**src/hw/rtl/itrd_pkg.sv**
```systemverilog
`default_nettype none
package itrd_pkg;

  // Field widths
  localparam int VALUE_BITS = 31;
  localparam int RADIX_W    = 6;
  localparam int CHAR_W     = 7;

  // Digit store: remainders, least significant first
  localparam int STORE_DEPTH = VALUE_BITS + 1;
  localparam int ADDR_W      = $clog2(STORE_DEPTH);

  // Divider: STEP_BITS quotient bits are produced per cycle
  localparam int STEP_BITS  = 8;
  localparam int DIV_STEPS  = (VALUE_BITS + STEP_BITS - 1) / STEP_BITS;
  localparam int DIV_W      = DIV_STEPS * STEP_BITS;
  localparam int STEP_CNT_W = (DIV_STEPS > 1) ? $clog2(DIV_STEPS) : 1;

  // Base limits and character offsets
  localparam logic [RADIX_W-1:0] RADIX_MIN    = RADIX_W'(2);
  localparam logic [RADIX_W-1:0] RADIX_MAX    = RADIX_W'(36);
  localparam logic [CHAR_W-1:0]  ALPHA_OFFSET = CHAR_W'(55);
  localparam logic [CHAR_W-1:0]  NUM_OFFSET   = CHAR_W'(48);
  localparam logic [RADIX_W-1:0] NUM_TOP      = RADIX_W'(9);

  typedef struct packed {
    logic [VALUE_BITS-1:0] value;
    logic [RADIX_W-1:0]    radix;
  } in_t;

  typedef struct packed {
    logic [CHAR_W-1:0] digit_char;
    logic              last;
  } out_t;

  // Classified item handed from the front end to the back end
  typedef struct packed {
    logic [VALUE_BITS-1:0] value;
    logic [RADIX_W-1:0]    radix;
    logic                  zero;
  } item_t;

  typedef enum logic [1:0] {
    ST_IDLE,
    ST_DIV,
    ST_READ,
    ST_PUT
  } back_state_t;

  // Digit value to upper-case ASCII
  function automatic logic [CHAR_W-1:0] digit_to_ascii(input logic [RADIX_W-1:0] d);
    logic [CHAR_W-1:0] c;
    if (d > NUM_TOP) begin
      c = CHAR_W'(d) + ALPHA_OFFSET;
    end else begin
      c = CHAR_W'(d) + NUM_OFFSET;
    end
    return c;
  endfunction

endpackage
`default_nettype wire

```
**src/hw/rtl/itrd_front.sv**
```systemverilog
`default_nettype none
module itrd_front (
  input  wire logic           clk,
  input  wire logic           rst_n,
  input  wire logic           push,
  output logic                full,
  input  wire itrd_pkg::in_t  in_data,
  output logic                item_valid,
  output itrd_pkg::item_t     item,
  input  wire logic           item_take
);

  // Two-entry item queue
  itrd_pkg::item_t q_r [2];
  logic            wr_ptr_r, wr_ptr_nxt;
  logic            rd_ptr_r, rd_ptr_nxt;
  logic [1:0]      cnt_r, cnt_nxt;

  itrd_pkg::item_t cls;
  logic            do_push;
  logic            do_pop;

  // Clamp the base to 2..36 and flag a zero value
  always_comb begin
    cls.value = in_data.value;
    if (in_data.radix < itrd_pkg::RADIX_MIN) begin
      cls.radix = itrd_pkg::RADIX_MIN;
    end else if (in_data.radix > itrd_pkg::RADIX_MAX) begin
      cls.radix = itrd_pkg::RADIX_MAX;
    end else begin
      cls.radix = in_data.radix;
    end
    cls.zero = (in_data.value == '0);
  end

  assign full       = (cnt_r == 2'd2);
  assign item_valid = (cnt_r != 2'd0);
  assign item       = q_r[rd_ptr_r];
  assign do_push    = push && !full;
  assign do_pop     = item_take && item_valid;

  // Pointer and count update
  always_comb begin
    wr_ptr_nxt = do_push ? ~wr_ptr_r : wr_ptr_r;
    rd_ptr_nxt = do_pop ? ~rd_ptr_r : rd_ptr_r;
    cnt_nxt    = cnt_r;
    if (do_push && !do_pop) begin
      cnt_nxt = cnt_r + 2'd1;
    end else if (!do_push && do_pop) begin
      cnt_nxt = cnt_r - 2'd1;
    end
  end

  always_ff @(posedge clk) begin
    if (!rst_n) begin
      wr_ptr_r <= 1'b0;
      rd_ptr_r <= 1'b0;
      cnt_r    <= 2'd0;
    end else begin
      wr_ptr_r <= wr_ptr_nxt;
      rd_ptr_r <= rd_ptr_nxt;
      cnt_r    <= cnt_nxt;
    end
  end

  // Queue storage
  always_ff @(posedge clk) begin
    if (do_push) begin
      q_r[wr_ptr_r] <= cls;
    end
  end

endmodule
`default_nettype wire

```
**src/hw/rtl/itrd_out_q.sv**
```systemverilog
`default_nettype none
module itrd_out_q (
  input  wire logic           clk,
  input  wire logic           rst_n,
  input  wire logic           res_push,
  input  wire itrd_pkg::out_t res_data,
  output logic                res_full,
  output logic                empty,
  input  wire logic           pop,
  output itrd_pkg::out_t      out_data
);

  // Two-entry result queue
  itrd_pkg::out_t q_r [2];
  logic           wr_ptr_r, wr_ptr_nxt;
  logic           rd_ptr_r, rd_ptr_nxt;
  logic [1:0]     cnt_r, cnt_nxt;
  logic           do_push;
  logic           do_pop;

  assign res_full = (cnt_r == 2'd2);
  assign empty    = (cnt_r == 2'd0);
  assign out_data = q_r[rd_ptr_r];
  assign do_push  = res_push && !res_full;
  assign do_pop   = pop && !empty;

  always_comb begin
    wr_ptr_nxt = do_push ? ~wr_ptr_r : wr_ptr_r;
    rd_ptr_nxt = do_pop ? ~rd_ptr_r : rd_ptr_r;
    cnt_nxt    = cnt_r;
    if (do_push && !do_pop) begin
      cnt_nxt = cnt_r + 2'd1;
    end else if (!do_push && do_pop) begin
      cnt_nxt = cnt_r - 2'd1;
    end
  end

  always_ff @(posedge clk) begin
    if (!rst_n) begin
      wr_ptr_r <= 1'b0;
      rd_ptr_r <= 1'b0;
      cnt_r    <= 2'd0;
    end else begin
      wr_ptr_r <= wr_ptr_nxt;
      rd_ptr_r <= rd_ptr_nxt;
      cnt_r    <= cnt_nxt;
    end
  end

  always_ff @(posedge clk) begin
    if (do_push) begin
      q_r[wr_ptr_r] <= res_data;
    end
  end

endmodule
`default_nettype wire

```
**src/hw/rtl/itrd_back.sv**
```systemverilog
`default_nettype none
module itrd_back (
  input  wire logic            clk,
  input  wire logic            rst_n,
  input  wire logic            item_valid,
  input  wire itrd_pkg::item_t item,
  output logic                 item_take,
  output logic                 res_push,
  output itrd_pkg::out_t       res_data,
  input  wire logic            res_full
);

  localparam int DW = itrd_pkg::DIV_W;
  localparam int SB = itrd_pkg::STEP_BITS;
  localparam int RW = itrd_pkg::RADIX_W;
  localparam int AW = itrd_pkg::ADDR_W;
  localparam int CW = itrd_pkg::STEP_CNT_W;

  itrd_pkg::back_state_t state_r, state_nxt;

  logic [DW-1:0] quo_r, quo_nxt;
  logic [RW-1:0] rem_r, rem_nxt;
  logic [RW-1:0] radix_r, radix_nxt;
  logic [CW-1:0] step_r, step_nxt;
  logic [AW-1:0] cnt_r, cnt_nxt;
  logic [AW-1:0] idx_r, idx_nxt;

  // Digit store
  logic [RW-1:0] store [itrd_pkg::STORE_DEPTH];
  logic          wr_en;
  logic [AW-1:0] wr_addr;
  logic [RW-1:0] wr_data;
  logic [RW-1:0] rd_data_r;

  // One divider step: STEP_BITS restoring iterations on a narrow remainder
  logic [RW-1:0] rem_step;
  logic [SB-1:0] qbits;
  logic [DW-1:0] quo_step;
  logic [RW:0]   trial;

  always_comb begin
    rem_step = rem_r;
    qbits    = '0;
    trial    = '0;
    for (int i = 0; i < SB; i++) begin
      trial = {rem_step, quo_r[DW-1-i]};
      if (trial >= {1'b0, radix_r}) begin
        rem_step       = RW'(trial - {1'b0, radix_r});
        qbits[SB-1-i]  = 1'b1;
      end else begin
        rem_step = trial[RW-1:0];
      end
    end
    quo_step = {quo_r[DW-SB-1:0], qbits};
  end

  // Sequencer: divide, store remainders, then read them back in reverse
  always_comb begin
    state_nxt = state_r;
    quo_nxt   = quo_r;
    rem_nxt   = rem_r;
    radix_nxt = radix_r;
    step_nxt  = step_r;
    cnt_nxt   = cnt_r;
    idx_nxt   = idx_r;
    item_take = 1'b0;
    wr_en     = 1'b0;
    wr_addr   = cnt_r;
    wr_data   = rem_step;
    res_push  = 1'b0;
    res_data.digit_char = itrd_pkg::digit_to_ascii(rd_data_r);
    res_data.last       = (idx_r == '0);

    case (state_r)
      itrd_pkg::ST_IDLE: begin
        if (item_valid) begin
          item_take = 1'b1;
          radix_nxt = item.radix;
          quo_nxt   = DW'(item.value);
          rem_nxt   = '0;
          step_nxt  = '0;
          cnt_nxt   = '0;
          if (item.zero) begin
            // Zero gives the single digit '0'
            wr_en     = 1'b1;
            wr_addr   = '0;
            wr_data   = '0;
            cnt_nxt   = AW'(1);
            idx_nxt   = '0;
            state_nxt = itrd_pkg::ST_READ;
          end else begin
            state_nxt = itrd_pkg::ST_DIV;
          end
        end
      end
      itrd_pkg::ST_DIV: begin
        quo_nxt  = quo_step;
        rem_nxt  = rem_step;
        step_nxt = step_r + CW'(1);
        if (step_r == CW'(itrd_pkg::DIV_STEPS - 1)) begin
          // Digit done: store the remainder
          wr_en    = 1'b1;
          cnt_nxt  = cnt_r + AW'(1);
          rem_nxt  = '0;
          step_nxt = '0;
          if (quo_step == '0) begin
            idx_nxt   = cnt_r;
            state_nxt = itrd_pkg::ST_READ;
          end
        end
      end
      itrd_pkg::ST_READ: begin
        state_nxt = itrd_pkg::ST_PUT;
      end
      itrd_pkg::ST_PUT: begin
        if (!res_full) begin
          res_push = 1'b1;
          if (idx_r == '0) begin
            state_nxt = itrd_pkg::ST_IDLE;
          end else begin
            idx_nxt   = idx_r - AW'(1);
            state_nxt = itrd_pkg::ST_READ;
          end
        end
      end
      default: begin
        state_nxt = itrd_pkg::ST_IDLE;
      end
    endcase
  end

  always_ff @(posedge clk) begin
    if (!rst_n) begin
      state_r <= itrd_pkg::ST_IDLE;
      step_r  <= '0;
      cnt_r   <= '0;
      idx_r   <= '0;
    end else begin
      state_r <= state_nxt;
      step_r  <= step_nxt;
      cnt_r   <= cnt_nxt;
      idx_r   <= idx_nxt;
    end
  end

  // Datapath registers
  always_ff @(posedge clk) begin
    quo_r   <= quo_nxt;
    rem_r   <= rem_nxt;
    radix_r <= radix_nxt;
  end

  // Store write port and registered read port
  always_ff @(posedge clk) begin
    if (wr_en) begin
      store[wr_addr] <= wr_data;
    end
    rd_data_r <= store[idx_r];
  end

endmodule
`default_nettype wire

```
**src/hw/rtl/integer_to_radix_digits_top.sv**
```systemverilog
`default_nettype none
// Converts a non-negative 31-bit value to its digits in a base from 2 to 36
// (bases outside that range are clamped), giving one result per digit, most
// significant first, as upper-case ASCII with last set on the final digit;
// zero gives the single digit '0'. Both sides are queues: an item transfers
// on push with full low, a digit transfers on pop with empty low. A two-entry
// item queue lets the next item be accepted while the current one is worked
// on. The converter takes an item, then works out each digit in the divider,
// which retires 8 quotient bits per cycle, storing the remainders in the digit
// store, and then reads each digit back through the registered read port of
// the digit store and hands it on. A zero value skips the divider.
// Back-pressure on the result side stalls the converter for as long as the
// result queue stays full.
module integer_to_radix_digits_top (
  input  wire logic           clk,
  input  wire logic           rst_n,
  input  wire logic           push,
  output logic                full,
  input  wire itrd_pkg::in_t  in_data,
  output logic                empty,
  input  wire logic           pop,
  output itrd_pkg::out_t      out_data
);

  logic            item_valid;
  itrd_pkg::item_t item;
  logic            item_take;
  logic            res_push;
  itrd_pkg::out_t  res_data;
  logic            res_full;

  itrd_front u_front (
    .clk        (clk),
    .rst_n      (rst_n),
    .push       (push),
    .full       (full),
    .in_data    (in_data),
    .item_valid (item_valid),
    .item       (item),
    .item_take  (item_take)
  );

  itrd_back u_back (
    .clk        (clk),
    .rst_n      (rst_n),
    .item_valid (item_valid),
    .item       (item),
    .item_take  (item_take),
    .res_push   (res_push),
    .res_data   (res_data),
    .res_full   (res_full)
  );

  itrd_out_q u_out_q (
    .clk      (clk),
    .rst_n    (rst_n),
    .res_push (res_push),
    .res_data (res_data),
    .res_full (res_full),
    .empty    (empty),
    .pop      (pop),
    .out_data (out_data)
  );

endmodule
`default_nettype wire

```
**config.mk**
```make
export PLATFORM = sky130hd
export DESIGN_NAME = integer_to_radix_digits_top
export DESIGN_NICKNAME = d
export VERILOG_FILES = /design/src/hw/rtl/itrd_pkg.sv /design/src/hw/rtl/itrd_front.sv /design/src/hw/rtl/itrd_out_q.sv /design/src/hw/rtl/itrd_back.sv /design/src/hw/rtl/integer_to_radix_digits_top.sv
export SDC_FILE = /design/constraint.sdc
export NUM_CORES = 1
export LEC_CHECK = 0
export ABC_CLOCK_PERIOD_IN_PS = 30600
export BUFFER_PORTS_ARGS = -buffer_cell sky130_fd_sc_hd__buf_2
export CAP_MARGIN = 20
export CORE_ASPECT_RATIO = 0.5
export CORE_MARGIN = 2
export CORE_UTILIZATION = 50
export CTS_BUF_LIST = sky130_fd_sc_hd__clkbuf_4 sky130_fd_sc_hd__clkbuf_8
export DETAILED_ROUTE_END_ITERATION = 8
export GPL_TIMING_DRIVEN = 0
export HOLD_SLACK_MARGIN = 0.12
export PLACE_DENSITY = 0.66
export SETUP_SLACK_MARGIN = 0.02
export SYNTH_ARGS = -nofsm -noshare
export SYNTH_HDL_FRONTEND = slang
export SYNTH_SLANG_ARGS = --single-unit
```
**constraint.sdc**
```tcl
create_clock -name clk -period 30.6 [get_ports clk]
set_input_delay 3.06 -clock clk [delete_from_list [all_inputs] [get_ports clk]]
set_output_delay 3.06 -clock clk [all_outputs]
set_load 0.02 [all_outputs]
```
==> results of run 1 <==
[kinds of logic after synthesis]
| logic type | share of synthesized area (%) |
|---|---|
| muxes | 12.22 |
| xor gates and xnor gates | 2.099 |
| and+or+nand+nor | 9.685 |
| buffers and inverters | 2.114 |
| adders and majority gates | 5.164 |
| AOI/OAI and AO/OA | 7.629 |
| DFF | 61.09 |
[per-layer routing]
layer / track usage, % / wire length [um] / share of wire, %
met5: 0 / 0 / 0
met4: 5.306 / 732 / 1.9
met3: 3.756 / 2049 / 5.4
met2: 35.81 / 17930 / 47
met1: 30.43 / 17330 / 46
[stage by stage]
stage          setup WS, ps  util, %
5_1_grt                8859    57.24
4_1_cts               10480    57.24
6_report              10340    57.24
2_1_floorplan         13490        -
3_5_place_dp          10560    54.34
3_3_place_gp           8596    53.69
[final timing paths]
check / startpoint / to / cells past startpoint
hold reg to reg: u_back.step_r[1] / u_back.step_r[1] / 2
setup / recovery: u_back.radix_r[1] / u_back.store[4][3] / 69
setup reg to reg: u_back.radix_r[1] / u_back.store[4][3] / 69
hold / removal: u_back.step_r[1] / u_back.step_r[1] / 2
[final cells by class]
class / count / share of cell area [%]
Clock buffer: 69 / 4.353
Clock inverter: 21 / 0.7081
Tap cell: 441 / 2.891
Buffer: 47 / 0.9703
Timing Repair Buffer: 56 / 1.993
Multi-Input combinational cell: 756 / 33.40
Inverter: 47 / 0.9244
Sequential cell: 358 / 54.76
[synthesized netlist by cell type, types with 3 or more instances]
cell	n
a211o_1	5
a211oi_1	8
a21boi_0	9
a21o_1	15
a21oi_1	42
a21oi_2	4
a31o_2	3
a31oi_1	10
and2_1	16
and3_1	6
buf_1	9
clkbuf_1	36
dfxtp_1	30
edfxtp_1	328
fa_1	8
ha_1	57
inv_1	47
mux2_2	26
mux2i_1	43
mux4_2	60
nand2_1	96
nand2b_1	13
nand3_1	17
nand3b_1	4
nand4_1	13
nand4b_1	4
nor2_1	76
nor2b_1	18
nor3_1	19
nor3b_1	4
nor4_1	14
o2111ai_1	3
o211ai_1	3
o21a_1	4
o21ai_0	53
o21bai_1	3
o31a_1	3
o31ai_1	3
or3_1	10
xnor2_1	21
xor2_1	20
[flip-flops by register name, indices dropped and copies added (netlist names), named ones only]
signal,flops
u_back.cnt_r,5
u_back.idx_r,5
u_back.quo_r,32
u_back.radix_r,6
u_back.rd_data_r,6
u_back.rem_r,6
u_back.state_r,2
u_back.step_r,2
u_back.store,192
u_front.cnt_r,2
u_front.q_r,76
u_front.rd_ptr_r,1
u_front.wr_ptr_r,1
u_out_q.cnt_r,2
u_out_q.q_r,16
u_out_q.rd_ptr_r,1
u_out_q.wr_ptr_r,1
[worst register-to-register path, delay by kind of cell, from the launching register on]
kind | cells | cell delay [ps]
buf+inv | 5 | 1120
mux | 3 | 1780
flops | 1 | 710
compound gates | 39 | 10520
fa+ha+maj | 8 | 2810
simple gates | 14 | 2970
[cell usage in the layout (no fill, tap or decap), drive strengths merged, types with 20 or more instances in the layout]
cell type	count
mux4	60
nor3	21
edfxtp	328
ha	57
dfxtp	30
buf	67
a21oi	46
mux2i	43
xnor2	21
nand2	97
nor2	77
o21ai	55
mux2	27
clkbuf	105
inv	49
xor2	20
==> flow_summary.toml, run 1 <==
[outcome]
status = "complete, no violations"

[clocking]
clock_sinks = 358
clkTransAtPathRegs_ps = 70
cts_resized = 0
clockBufferDepth = 3
cts_hold_buffers = 0
cts_inserted_buffers = 49
cts_tree = "done"
worstSkewPairLatency_ps = 620
post_cts.repair.setup_buffers = 0
cts_max_level = 2
cts-root-buf = "clkbuf_8"

[synth]
synth_seq_cells = 358
synth.largest_area_cell = "edfxtp_1"
ys_warn_count = 0
synth_cells = 1208
synth.net_count = 1314
synth_top_area_share_pct = 57.58
yosysSeqAreaShare_pct = 61.09
synthTopCellsByArea = "edfxtp_1 (58%), mux4_2 (7.9%), ha_1 (4.2%), dfxtp_1 (3.5%), mux2i_1 (2.5%)"
async_flop_share_pct = 0
synth_edf_count = 328
synthesis.area_sq_um = 17110
syn_area_per_cell_sq_um = 14.16
synthDistinctLibCells = 80
ys.flop_type = "edfxtp_1"

[grt]
grtUsageTotal_pct = 21.71
grt_max_degree = 39
grt_pass1_wl_um = 59130
grt_pass1_vias = 10460
antenna_found_initial = 0
grt_overflow_total = 0

[route]
drc = 0
drt-initial-drc-count = 741
dr.pass1.iters = 5
wire_per_inst_um = 21.19
vias = 10460
avgViaCountPerCell = 5.827
wl_um = 38040
ant_nets = 0

[cells_and_area]
final_nets = 1421
multi_input_area_sq_um = 6375
register_area_sq_um = 10450
fillers = 2577
diodes = 0
final_area_sq_um = 19080
drive_gt1_share_pct = 19.13
final_cells = 1795
area_growth_pct = 11.57

[timing]
tightest_slew_ps = 986.0
setup_viol_count_final = 0
slew_headroom_pct = 32.86
period_needed_ps = 20260
maxSlewViolCount = 0
fin_tns_setup_ps = 0
max_freq_mhz = 49.36
holdWs_ps = 517.3
finalHoldViolCount = 0
finalCritPeriodShare_pct = 66.21
grt_setup_unrepaired = "no"
skew_ps = 52.64

[die]
io_pins = 51
core_area_sq_um = 33340
start_util_pct = 51.30
die_w_um = 265.6
die_y_um = 134.8
die-area_sq_um = 35800
rows = 47

[placed_design]
portBuffers = 49
post_dp_cell_area_sq_um = 18120
dp_cells = 1705
dp_hpwl_um = 26950
gp_congestion = 0.9012

[job]
drv_cap = 0

[worst_setup_path]
crit_buf_inv = 5
cpMostUsedCell = "ha_1"
end_kind = "flop"
cp_max_fo = 32
cpMaxStageDelayCell = "mux2i_4"
arrival_ps = 20520
start_kind = "flop"
cp_top_family = "compound AO/OA/AOI/OAI gates"
cpPeakStageDelay_ps = 930
worst_ep_required_time_ps = 30860
regToRegSetupSlack_ps = 10340
criticalPathCategory = "flop to flop"

[worst_hold_path]
hp-class = "flop to flop"
Power of run 1 is left out: the tool's default activity adds up to more than one toggle a clock period on the data nets, which glitch-free logic cannot reach.
==> run 2, diff against run 1 <==
--- a/config.mk
+++ b/config.mk
@@ -5,7 +5,7 @@
 export SDC_FILE = /design/constraint.sdc
 export NUM_CORES = 1
 export LEC_CHECK = 0
-export ABC_CLOCK_PERIOD_IN_PS = 30600
+export ABC_CLOCK_PERIOD_IN_PS = 17520
 export BUFFER_PORTS_ARGS = -buffer_cell sky130_fd_sc_hd__buf_2
 export CAP_MARGIN = 20
 export CORE_ASPECT_RATIO = 0.5
@@ -15,7 +15,7 @@
 export DETAILED_ROUTE_END_ITERATION = 8
 export GPL_TIMING_DRIVEN = 0
 export HOLD_SLACK_MARGIN = 0.12
-export PLACE_DENSITY = 0.66
+export PLACE_DENSITY = 0.69
 export SETUP_SLACK_MARGIN = 0.02
 export SYNTH_ARGS = -nofsm -noshare
 export SYNTH_HDL_FRONTEND = slang
==> constraint.sdc (replaced) <==
create_clock -name clk -period 17.52 [get_ports clk]
set_input_delay 1.752 -clock clk [delete_from_list [all_inputs] [get_ports clk]]
set_output_delay 1.752 -clock clk [all_outputs]
set_load 0.02 [all_outputs]
==> run 2 against run 1 <==
Effect of this change: final cell count up 2.9%; worst hold slack got worse by 17 ps; critical path depth grew 7; clock skew is 19 ps lower.
==> flow_summary.toml, run 2 (synthesis results as in run 1) <==
[cells_and_area]
area_growth_pct = 15.35
final_nets = 1472
final_area_sq_um = 19730
drive_gt1_share_pct = 24.54
diodes = 0
mostFrequentLayoutCells = "edfxtp_1 (328), nand2_1 (96), nor2_1 (73)"
largest_reg_flops = 192
regMostFlops = "u_back.store"
top_regs = "u_back.store (192), u_front.q_r (76), u_back.quo_r (32)"
final_common_cell = "edfxtp_1"

[placed_design]
portBuffers = 49
dp_hpwl_um = 26790
dp_slack_ps = -2552
post_dp_cell_area_sq_um = 18100
gp_congestion = 0.8966

[grt]
grt_pass1_vias = 10750
antenna_found_initial = 1
grt_overflow_total = 0
grtUsageTotal_pct = 22.18
grt_max_degree = 39
grt_pass1_wl_um = 60140

[timing]
finalHoldViolCount = 0
maxSlewViolCount = 0
period_needed_ps = 16750
setup_viol_count_final = 0
skew_ps = 33.77
tightest_slew_ps = 997.9
final.setup.worst_slack_ps = 769.1
finalCritPeriodShare_pct = 95.61
slew_headroom_pct = 32.77
max_freq_mhz = 59.70

[route]
dr.pass1.iters = 5
vias = 10860
ant_nets = 0
wl_um = 39360
drt-initial-drc-count = 957
avgViaCountPerCell = 5.878
wire_per_inst_um = 21.31
drc = 0

[die]
die_y_um = 134.8
rows = 47
die-area_sq_um = 35800
die_w_um = 265.6
start_util_pct = 51.30
io_pins = 51
core_area_sq_um = 33340

[worst_setup_path]
cp_max_fo = 10
start_kind = "flop"
cpMaxStageDelayCell = "fa_1"
crit_buf_inv = 10
cpPeakStageDelay_ps = 480
worst_ep_required_time_ps = 18040
criticalPathCategory = "flop to flop"
arrival_ps = 17270
cp_top_family = "compound AO/OA/AOI/OAI gates"
end_kind = "flop"

[clocking]
cts-root-buf = "clkbuf_8"
cts_tree = "done"
cts_max_level = 2
clkTransAtPathRegs_ps = 70
cts_inserted_buffers = 50
worstSkewPairLatency_ps = 600
clock_sinks = 358
clockBufferDepth = 3

[worst_hold_path]
hp-class = "flop to flop"

[job]
drv_cap = 0

[outcome]
status = "complete, no violations"
==> run 2: cell types whose count changed in the layout (fill, tap and decap cells not counted), sizes merged <==
cell / change
inv: -5
buf: +47
clkinvlp: +6
clkinv: -6
bufinv: -1
mux2i: +2
clkbuf: +9
==> run 2: through the flow <==
step	std cells	hold slack, ps	setup TNS [ps]	utilization (%)
2_1_floorplan	1208	459.3	0	-
3_3_place_gp	1698	475.9	-624700	53.69
3_5_place_dp	1706	495.4	-441820	54.28
4_1_cts	1811	504.9	0	58.07
5_1_grt	1847	542.4	-234.9	59.18
6_report	1847	499.8	0	59.18
==> run 2: area by class of cell <==
class / count / area (sq um)
buffer: 47 / 195.2
inverter: 47 / 195.2
clock buffer: 77 / 922.1
tap: 441 / 551.8
sequential: 358 / 10450
multi-input combinational: 758 / 6596
fill: 2508 / 13610
clock inverter: 15 / 86.33
timing repair buffer: 104 / 734.5
==> run 2: path summary, 6_finish.rpt <==
check | from | end | slack, ps | depth (start not counted)
worst min-delay path | u_back.step_r[1] | u_back.step_r[1] | 500 | 2
worst max-delay path | u_back.radix_r[1] | u_back.idx_r[1] | 770 | 76
worst min register to register | u_back.step_r[1] | u_back.step_r[1] | 500 | 2
worst max register to register | u_back.radix_r[1] | u_back.idx_r[1] | 770 | 76
==> run 2: worst reg2reg max path: cells and delay by family (launching register included) <==
kind | cells | cell delay [ps]
AOI/OAI and AO/OA | 38 | 7900
and+or+nand+nor | 16 | 3170
adders and majority gates | 8 | 2630
buffers and inverters | 10 | 1570
muxes | 3 | 860
DFF | 1 | 460
xor gates and xnor gates | 1 | 80
==> run 2: timing repair <==
action / in CTS / in global routing
cloned: 2 / 0
pin swaps: 6 / 8
setup endpoints to repair: 206 / 206
hold buffers: 0 / 0
gates resized for setup: 21 / 28
setup buffers: 11 / 36
==> run 2: per-layer routing <==
metal	global-route usage [%]	part of all wire, %	wire length (um)
met3	5.051	7.1	2812
met1	30.97	44	17360
met5	0	0	0
met4	6.835	2.3	909
met2	35.11	46	18270
Power of run 2 is left out for the same reason.
==> run 3, diff against run 2 <==
--- a/config.mk
+++ b/config.mk
@@ -8,14 +8,16 @@
 export ABC_CLOCK_PERIOD_IN_PS = 17520
 export BUFFER_PORTS_ARGS = -buffer_cell sky130_fd_sc_hd__buf_2
 export CAP_MARGIN = 20
+export CELL_PAD_IN_SITES_DETAIL_PLACEMENT = 1
+export CELL_PAD_IN_SITES_GLOBAL_PLACEMENT = 1
 export CORE_ASPECT_RATIO = 0.5
 export CORE_MARGIN = 2
-export CORE_UTILIZATION = 50
+export CORE_UTILIZATION = 49
 export CTS_BUF_LIST = sky130_fd_sc_hd__clkbuf_4 sky130_fd_sc_hd__clkbuf_8
 export DETAILED_ROUTE_END_ITERATION = 8
 export GPL_TIMING_DRIVEN = 0
 export HOLD_SLACK_MARGIN = 0.12
-export PLACE_DENSITY = 0.69
+export PLACE_DENSITY_LB_ADDON = 0.1
 export SETUP_SLACK_MARGIN = 0.02
 export SYNTH_ARGS = -nofsm -noshare
 export SYNTH_HDL_FRONTEND = slang
==> run 3 against run 2 <==
Effect of this change: clock skew rose by 13 ps; worst setup slack got worse by 18 ps; non-clock buffer count did not move; via count rose by 1.9%; critical endpoint is now u_back.idx_r[0]; largest cell class unchanged; highest routed layer unchanged.
==> flow_summary.toml, run 3 (synthesis results as in run 1) <==
[cells_and_area]
top_regs = "u_back.store (192), u_front.q_r (76), u_back.quo_r (32)"
final_common_cell = "edfxtp_1"
area_growth_pct = 16.28
mostFrequentLayoutCells = "edfxtp_1 (328), nand2_1 (95), nor2_1 (73)"
regMostFlops = "u_back.store"
final_nets = 1474
largest_reg_flops = 192
drive_gt1_share_pct = 24.81
fillers = 3332

[timing]
maxSlewViolCount = 0
slew_headroom_pct = 30.61
setup_viol_count_final = 0
finalCritPeriodShare_pct = 95.71
tightest_slew_ps = 1041
max_freq_mhz = 59.64
period_needed_ps = 16770
finalHoldViolCount = 0
holdWs_ps = 503.2
skew_ps = 46.47

[worst_setup_path]
cpMaxStageDelayCell = "edfxtp_1"
arrival_ps = 17320
cp_top_family = "compound AO/OA/AOI/OAI gates"
cpMostUsedCell = "a21o_1"
cpPeakStageDelay_ps = 540
cp_max_fo = 10
crit_buf_inv = 10
end_kind = "flop"
start_kind = "flop"
criticalPathCategory = "flop to flop"
ff2ff_path_depth = 77
critical_path_depth = 77
worst_ep_required_time_ps = 18070

[clocking]
cts_hold_buffers = 0
clkTransAtPathRegs_ps = 70
cts_max_level = 2
cts-root-buf = "clkbuf_8"
cts_inserted_buffers = 51
cts_tree = "done"
clockBufferDepth = 3
clock_sinks = 358
worstSkewPairLatency_ps = 620

[die]
core_area_sq_um = 34410
die-area_sq_um = 36510
io_pins = 51
start_util_pct = 49.71
rows = 48
die_w_um = 268.2
die_y_um = 136.1

[route]
drc = 0
dr.pass1.iters = 5
drt-initial-drc-count = 816
wire_per_inst_um = 24.19
ant_nets = 0
wl_um = 45650
avgViaCountPerCell = 5.861
vias = 11060

[placed_design]
dp_hpwl_um = 30740
portBuffers = 49
gp_congestion = 0.8368

[worst_hold_path]
hold_path_depth = 2
hp-class = "flop to flop"

[grt]
grt_max_degree = 39
grt_overflow_total = 0
grt_pass1_vias = 11660
grt_pass1_wl_um = 68720
antenna_found_initial = 1
grtUsageTotal_pct = 25.54

[job]
drv_cap = 0

[outcome]
status = "complete, no violations"
[run 3: what timing repair did]
action / 4_1_cts / 5_1_grt
endpoints found under the hold margin: 0 / 0
setup endpoints to repair: 206 / 206
gates resized for setup: 27 / 27
pin swaps: 7 / 6
gates cloned: 3 / 0
setup buffers: 26 / 21
[run 3: through the flow]
stage | setup WS (ps) | utilization (%) | std cells | setup TNS, ps | area [sq um]
after floorplan | 405.4 | - | 1208 | 0 | 17110
after global placement | -4576 | 52.15 | 1732 | -729710 | 17940
after detailed placement | -3160 | 52.65 | 1739 | -569760 | 18120
after CTS | 90.66 | 57.00 | 1864 | 0 | 19620
after global routing | -12.82 | 57.79 | 1886 | -15.38 | 19890
final | 751.4 | 57.80 | 1887 | 0 | 19890
[run 3: final timing paths]
check | slack (ps) | from | end
max | 750 | u_back.radix_r[1] | u_back.idx_r[0]
min | 500 | u_back.step_r[1] | u_back.step_r[1]
max reg2reg | 750 | u_back.radix_r[1] | u_back.idx_r[0]
min reg2reg | 500 | u_back.step_r[1] | u_back.step_r[1]
[run 3: area by class of cell]
class	count	area, sq um	area share (%)
Antenna cell	1	2.502	0.01258
Buffer	47	195.2	0.9814
Clock buffer	72	890.9	4.479
Clock inverter	24	173.9	0.8744
Inverter	47	191.4	0.9625
Multi-Input combinational cell	759	6638	33.37
Sequential cell	358	10450	52.54
Tap cell	475	594.3	2.988
Timing Repair Buffer	104	753.2	3.787
[run 3: worst min-delay path: stages (launching register included)]
cell	delay [ps]
dfxtp_1	320
o21ai_0	70
a21boi_0	70
[run 3: per-layer routing]
metal | vias up | part of all wire, % | global-route usage (%) | wire, um
met5 | - | 0 | 0 | 0
met4 | 0 | 2.3 | 7.728 | 1066
met3 | 66 | 5.6 | 5.108 | 2548
li1 | 4977 | - | - | -
met1 | 5731 | 44 | 34.57 | 20140
met2 | 286 | 48 | 42.05 | 21900
Power of run 3 is left out for the same reason.
